$ cat config.mk
export PLATFORM = sky130hd
export DESIGN_NAME = burh_ring
export DESIGN_NICKNAME = d
export VERILOG_FILES = /design/src/rtl/core/bounded_undo_redo_history_unit_macros.svh /design/src/rtl/core/burh_pkg.sv /design/src/rtl/core/burh_ring.sv
export SDC_FILE = /design/constraint.sdc
export NUM_CORES = 1
export LEC_CHECK = 0
export BUFFER_PORTS_ARGS = -buffer_cell sky130_fd_sc_hd__buf_2
export CAP_MARGIN = 20
export CORE_ASPECT_RATIO = 1.1
export CORE_UTILIZATION = 40
export CTS_BUF_LIST = sky130_fd_sc_hd__clkbuf_4 sky130_fd_sc_hd__clkbuf_8
export CTS_CLUSTER_SIZE = 30
export DETAILED_ROUTE_END_ITERATION = 16
export GPL_ROUTABILITY_DRIVEN = 0
export PLACE_DENSITY = 0.67
export SLEW_MARGIN = 20
export SYNTH_ARGS = -nofsm -noshare
export SYNTH_HDL_FRONTEND = slang
export SYNTH_SLANG_ARGS = --single-unit
$ cat constraint.sdc
create_clock -name aclk -period 2.8 [get_ports aclk]
set_input_delay 0.84 -clock aclk [delete_from_list [all_inputs] [get_ports aclk]]
set_output_delay 0.84 -clock aclk [all_outputs]
set_load 0.02 [all_outputs]
$ cat src/rtl/core/bounded_undo_redo_history_unit_macros.svh
`ifndef BOUNDED_UNDO_REDO_HISTORY_UNIT_MACROS_SVH
`define BOUNDED_UNDO_REDO_HISTORY_UNIT_MACROS_SVH

// same-cycle implication, sampled on aclk, off while aresetn is low
`define BURH_ASSERT_NOW(name, ante, cons) \
    name: assert property (@(posedge aclk) disable iff (!aresetn) (ante) |-> (cons)) \
        else $error("history unit check failed");

// next-cycle implication, sampled on aclk, off while aresetn is low
`define BURH_ASSERT_NEXT(name, ante, cons) \
    name: assert property (@(posedge aclk) disable iff (!aresetn) (ante) |=> (cons)) \
        else $error("history unit check failed");

`endif

$ cat src/rtl/core/burh_pkg.sv
package burh_pkg;

    localparam int HISTORY_DEPTH_DEF = 64;
    localparam int TAG_BITS_DEF      = 16;
    localparam int SNAPSHOT_BITS_DEF = 32;

    localparam int KIND_W   = 2;
    localparam int TAG_W    = 16;
    localparam int SNAP_W   = 32;
    localparam int STATUS_W = 2;
    localparam int DEPTH_W  = 7;

    localparam logic [KIND_W-1:0] KIND_RECORD = 2'd0;
    localparam logic [KIND_W-1:0] KIND_UNDO   = 2'd1;
    localparam logic [KIND_W-1:0] KIND_REDO   = 2'd2;
    localparam logic [KIND_W-1:0] KIND_CLEAR  = 2'd3;

    localparam logic [STATUS_W-1:0] STAT_DONE    = 2'd0;
    localparam logic [STATUS_W-1:0] STAT_DUP     = 2'd1;
    localparam logic [STATUS_W-1:0] STAT_NO_UNDO = 2'd2;
    localparam logic [STATUS_W-1:0] STAT_NO_REDO = 2'd3;

    typedef struct packed {
        logic [KIND_W-1:0] kind;
        logic [TAG_W-1:0]  step_tag;
        logic [SNAP_W-1:0] snapshot;
    } in_t;

    typedef struct packed {
        logic [STATUS_W-1:0] status;
        logic                step_valid;
        logic [TAG_W-1:0]    result_tag;
        logic [SNAP_W-1:0]   result_snapshot;
        logic                can_undo;
        logic                can_redo;
        logic [DEPTH_W-1:0]  undo_depth;
        logic [DEPTH_W-1:0]  redo_depth;
    } out_t;

    // at most one of these per ring per item
    typedef struct packed {
        logic push;
        logic pop;
        logic empty;
    } ring_op_t;

endpackage

$ cat src/rtl/core/burh_ring.sv
module burh_ring
    import burh_pkg::*;
#(
    parameter int DEPTH = HISTORY_DEPTH_DEF
) (
    input  logic                       aclk,
    input  logic                       aresetn,
    input  ring_op_t                   op,
    output logic [$clog2(DEPTH)-1:0]   top_slot,
    output logic [$clog2(DEPTH)-1:0]   below_slot,
    output logic [$clog2(DEPTH)-1:0]   push_slot,
    output logic [$clog2(DEPTH+1)-1:0] count,
    output logic [$clog2(DEPTH+1)-1:0] count_next
);

    localparam int AW = $clog2(DEPTH);
    localparam int CW = $clog2(DEPTH + 1);
    localparam int SW = CW + 1;

    logic [AW-1:0] oldest_reg, oldest_next;
    logic [CW-1:0] count_reg, count_next_w;

    // operand is always below twice the depth, so one subtract wraps it
    function automatic logic [AW-1:0] wrap(input logic [SW-1:0] x);
        logic [SW-1:0] d;
        d = SW'(DEPTH);
        return (x >= d) ? AW'(x - d) : AW'(x);
    endfunction

    always_comb begin
        top_slot   = (count_reg == '0) ? '0
                   : wrap(SW'(oldest_reg) + SW'(count_reg) - SW'(1));
        below_slot = (count_reg < CW'(2)) ? '0
                   : wrap(SW'(oldest_reg) + SW'(count_reg) - SW'(2));
        push_slot  = wrap(SW'(oldest_reg) + SW'(count_reg));
    end

    always_comb begin
        oldest_next  = oldest_reg;
        count_next_w = count_reg;
        if (op.empty) begin
            oldest_next  = '0;
            count_next_w = '0;
        end else if (op.push) begin
            // a full ring drops its oldest entry, the count stays put
            if (count_reg == CW'(DEPTH)) begin
                oldest_next = wrap(SW'(oldest_reg) + SW'(1));
            end else begin
                count_next_w = count_reg + CW'(1);
            end
        end else if (op.pop) begin
            count_next_w = count_reg - CW'(1);
        end
    end

    always_ff @(posedge aclk) begin
        if (!aresetn) begin
            oldest_reg <= '0;
            count_reg  <= '0;
        end else begin
            oldest_reg <= oldest_next;
            count_reg  <= count_next_w;
        end
    end

    assign count      = count_reg;
    assign count_next = count_next_w;

endmodule

== Word-level counts from Yosys, hierarchy flattened ==
Index checks and enable logic that the tools add are counted.
Cells by class
  add/sub/neg operators: 10
  magnitude comparators: 5
  equal/unequal tests: 1
  muxes and demuxes: 10
  bitwise gates (word level): 1
  reduce and logical (&&, ||, !) cells: 3
Operators with widths (count)
  $mux 6: 6
  $mux 7: 4
  $ge 8x7->1 const B: 3
  $sub 6x1->6 const B: 4
  $add 6x7->8: 1
  $sub 8x1->8 const B: 1
  $sub 8x2->8 const B: 1
  $add 6x1->7 const B: 1
  $add 7x1->7 const B: 1
  $eq 7x7->1 const B: 1
  $ge 7x7->1 const B: 1
  $logic_not 7->1: 1
  $lt 7x2->1 const B: 1
  $sub 7x1->7 const B: 1
  $reduce_and 2->1: 1
  $reduce_or 2->1: 1
  $not 1->1: 1
Word-level totals
  flip-flop bits (word level): 13
  bits of input ports: 5
  word-level logic and storage cells: 32

== Logic depth before layout (Yosys ltp) ==
  depth after elaboration: 5
  mapped depth: 8

== Worst setup path after synthesis ==
Ideal clock, no wire load.
  path kind: register -> output
  start point: register count_reg[0] (netlist: count[0])
  end point: output below_slot[4]
  arrival: 2.608 ns
  slack: -0.648 ns
  stages on the path, launching flop included: 9
  buffers on the path: 0
  path through: dfxtp_1 ha_1 inv_1 fa_1 nand2b_1 a21oi_2 xor2_1 o21ai_0 a21oi_1
On the way
  word-level cells in the longest chain between the ends: 5
RTL lines
  start: declaration: line burh_ring.sv:21  | logic [CW-1:0] count_reg, count_next_w;
  start signal: assignment: line burh_ring.sv:62  | count_reg <= count_next_w;
  $add 6x7->8: line burh_ring.sv:34  | : wrap(SW'(oldest_reg) + SW'(count_reg) - SW'(2));
  $sub 8x2->8: line burh_ring.sv:34
  $ge 8x7->1 or $sub 6x1->6 (tied branches): line burh_ring.sv:27  | return (x >= d) ? AW'(x - d) : AW'(x);
  $mux 6: line burh_ring.sv:27
  $mux 6 *: line burh_ring.sv:33  | below_slot = (count_reg < CW'(2)) ? '0
  end: declaration: line burh_ring.sv:10  | output logic [$clog2(DEPTH)-1:0] below_slot,
Every way passes the cells marked *; elsewhere a longest branch is shown, timed or not.

== Final worst setup path ==
Ends and elaborated chain as after synthesis.

==> summary.md <==
| Metric | Value |
|---|---|
| RSZ-0062 raised after global routing | yes |
| Reg clk slew, reported paths | 0.07 ns |
| Area of the multi-input gates | 0.00121 mm² |
| Reg power frac | between 20% and 30% |
| Slowest stage delay, CP | 0.39 ns |
| Most frequent cell after synthesis | nor2_1 |
| Violated checks | negative setup slack |
| IO buf count | 36 |
| Die height | roughly 60 µm |
| Comb pwr share | 53.1% |
| Fillcell total | between 200 and 300 |
| Layout cell share with drive strength beyond 1 | 55.0% |
| Worst-Margin Slew | 0.418 ns |
| Highest clock rate | 318 MHz |
| Tmin final | 3.14 ns |
| Setup crit start kind | register |
| P_sw | 253 µW |
| Starting Density | a little over two fifths |
| Worst EP arrival | around 2.3 ns |
| WP data required | 1.96 ns |
| Fraction of registers with async set/reset | 0% |
| Die W | 56.3 µm |
| Tcrit/Tclk final | 112% |
| Syn Std Cell Area | approximately 0.0013 mm² |
| CP dominant cell by count | buf_6 |
| CP Class | register to output port |
| Lkg Pwr | 0.962 nW |
| Net Sw Frac | 37.6% |
| First-pass GRT wire length | approximately 5600 µm |
| Mean Syn Cell Area | 8.46 µm² |
| Vias per inst | 5.18 |
| Syn Nets | 169 |
| Cts bufs inserted | 3 |
| Pwr dens | 330 mW/mm² |
| Vias in the first global route | 1,258 |
| Final hold violation count | 0 |
| CTS max path bufs | 2 |
| Power, Total | 674 µW |
| TritonCTS sink count | 13 |
| Synth top cells by count | nor2_1, dfxtp_1, ha_1, inv_1, nand2_1 |
| Nets | 235 |
| Post-synth EDFFs | 0 |
| Clk network pwr share | 17.9% |
| Initial antenna violation count | 0 |
| Cts hold-fix bufs | 0 |
| Synth top area cells | dfxtp_1, ha_1, nor2_1, xnor2_1, xor2_1 |
| CTS H-Tree Depth | 1 |
| Largest net degree at the start of global routing | 11 |
| CP cell instances | ha_4 > inv_2 > fa_2 > buf_6 > xor2_4 > buf_6 > nand2_4 > or3_4 > a21oi_4 > buf_6 |
| DRC | 0 |
| Sequential area share after synthesis | about 20% |
| Antenna viol nets, final | 0 |
| Initial DRC count | 18 |
| Post-synthesis compound-gate area fraction | 13.9% |
| Max-cap violations | 0 |
| Largest family of logic cells by synthesized area | simple AND/OR/NAND/NOR gates |
| HPWL after DPL | 2640 µm |
| Area leader, netlist | dfxtp_1 |
| VDD IR max | approximately 0.29 mV |
| CTS tree | yes |
| Synth Area in Simple Gates | 34.5% |
| Synth unique cells | 43 |
| CP max-delay cell | or3_4 |
| P&R area growth vs syn | 58.0% |
| Gate Count Post-Synth | 153 |
| Pre-CTS WS | -0.0946 ns |
| Core area | 0.00307 mm² |
| Util after Layout | between 60% and 70% |
| Grt total ovfl | 0 |
| Primary FF master, synth | dfxtp_1 |
| Worst slew margin | 72.1% |
| FP Rows | 21 |
| Ant diodes | 0 |
| Overall routing resource usage | about a fifth |
| Fraction of synthesized area in multiplexers | approximately 3.9% |
| Highest net fanout along the worst path | 4 |
| Area of the die | roughly 0.0035 mm² |
| Worst-Skew Late Latency | 0.27 ns |
| Max reg flops | 7 |
| Yosys reg bits | 13 |
| Final Skew | between 0.0015 and 0.002 ns |
| Setup violators final | 9 |
| Syn. warnings | 0 |
| CTS Root Cell | clkbuf_4 |
| Yosys top cell area share | 20.1% |
| Worst setup EP type | output port |
| Post-Synth Adder-Cell Area | 11.2% |
| Drt wl/cell | between 10 and 15 µm |
| Fin Hold WS | 0.544 ns |
| Outcome | complete, but fails checks |
| Slew Limit Fails | 0 |
| Synth Area in XOR/XNOR | 12.0% |
| Via Count | 1,305 |
| Register Area | roughly 270 µm² |
| Total Routed Length | 3440 µm |
| Hold WC Path Type | register to register |
| Internal power | 421 µW |
| Crit path setup slack, layout | -0.341 ns |
| Top Ports | 37 |
| Pre-Repair DR Iteration Count | 4 |
==> worst max-delay path: cells and delay by family (launching register included) <==
kind            cells  cell delay (ns)
xor+xnor            1             0.17
flops               1             0.36
fa+ha+maj           2             0.48
buf+inv             4             0.44
compound gates      1             0.14
simple gates        2             0.44
==> final cells by class <==
class / instances / area share (%)
flip-flops and latches: 13 / 13.2
inverters: 8 / 1.47
repair buffers: 65 / 22.6
well taps: 34 / 2.08
multi-input cells: 128 / 59.1
clock buffers: 4 / 1.47
==> final timing paths <==
kind | startpoint | to | slack [ns] | depth (start not counted)
setup reg to reg | count[0] | count[4] | 1.01 | 9
setup / recovery | count[0] | below_slot[4] | -0.34 | 10
hold / removal | oldest_reg[3] | oldest_reg[3] | 0.54 | 2
hold reg to reg | oldest_reg[3] | oldest_reg[3] | 0.54 | 2
==> metrics by stage <==
stage | std cells | setup TNS, ns | instance area [µm²]
after CTS | 249 | -1.95 | 1950
after global routing | 252 | -2.73 | 2050
final | 252 | -1.84 | 2050
after floorplan | 153 | -0.325 | 1410
after detailed placement | 241 | -0.301 | 1770
after global placement | 241 | -0.0849 | 1770
==> layer usage <==
| layer | share of wire, % | global-route usage, % | vias up |
|---|---|---|---|
| met3 | 2.7 | 0.840 | 4 |
| li1 | - | - | 658 |
| met2 | 54 | 41.0 | 35 |
| met1 | 42 | 24.1 | 608 |
| met4 | 1.0 | 6.97 | 0 |
| met5 | 0 | 0 | - |
==> what timing repair did <==
item | in CTS | in global routing
pin swaps | 14 | 11
setup buffers | 4 | 3
endpoints found under the setup margin | 13 | 13
resized for setup | 27 | 18
==> power groups by stage <==
stage	sequential (mW)	combinational [mW]	clock, mW
finish	0.196	0.358	0.120
global route	0.197	0.383	0.136
CTS	0.195	0.336	0.127
detailed placement	0.199	0.298	0
global placement	0.199	0.292	0
floorplan	0.208	0.196	0
==> cells by family (layout without fill, tap and decap cells) <==
logic type      Yosys count  after routing
mux                       4              4
buf+inv                  12             77
compound gates           23             23
xor+xnor                 16             16
flops                    13             13
fa+ha+maj                11             11
simple gates             74             74
==> cell usage in the layout (no fill, tap or decap), types with 2 or more instances in the layout <==
cell	count
a21oi_1	4
a21oi_4	3
a31oi_1	2
and2_1	6
and3b_1	2
buf_2	25
buf_4	30
buf_6	10
clkbuf_4	4
dfxtp_1	9
dfxtp_2	2
dfxtp_4	2
ha_1	6
ha_4	4
inv_1	6
inv_2	2
mux2_4	2
mux2i_1	2
nand2_1	5
nand2_2	2
nand2b_4	3
nand4_1	2
nor2_1	27
nor3_1	3
nor3_2	6
nor3b_2	2
o21a_1	3
o41ai_2	2
or3_1	2
or3_4	3
xnor2_1	6
xor2_1	5
xor2_4	3
No activity file was read; power rests on OpenSTA's default activity.
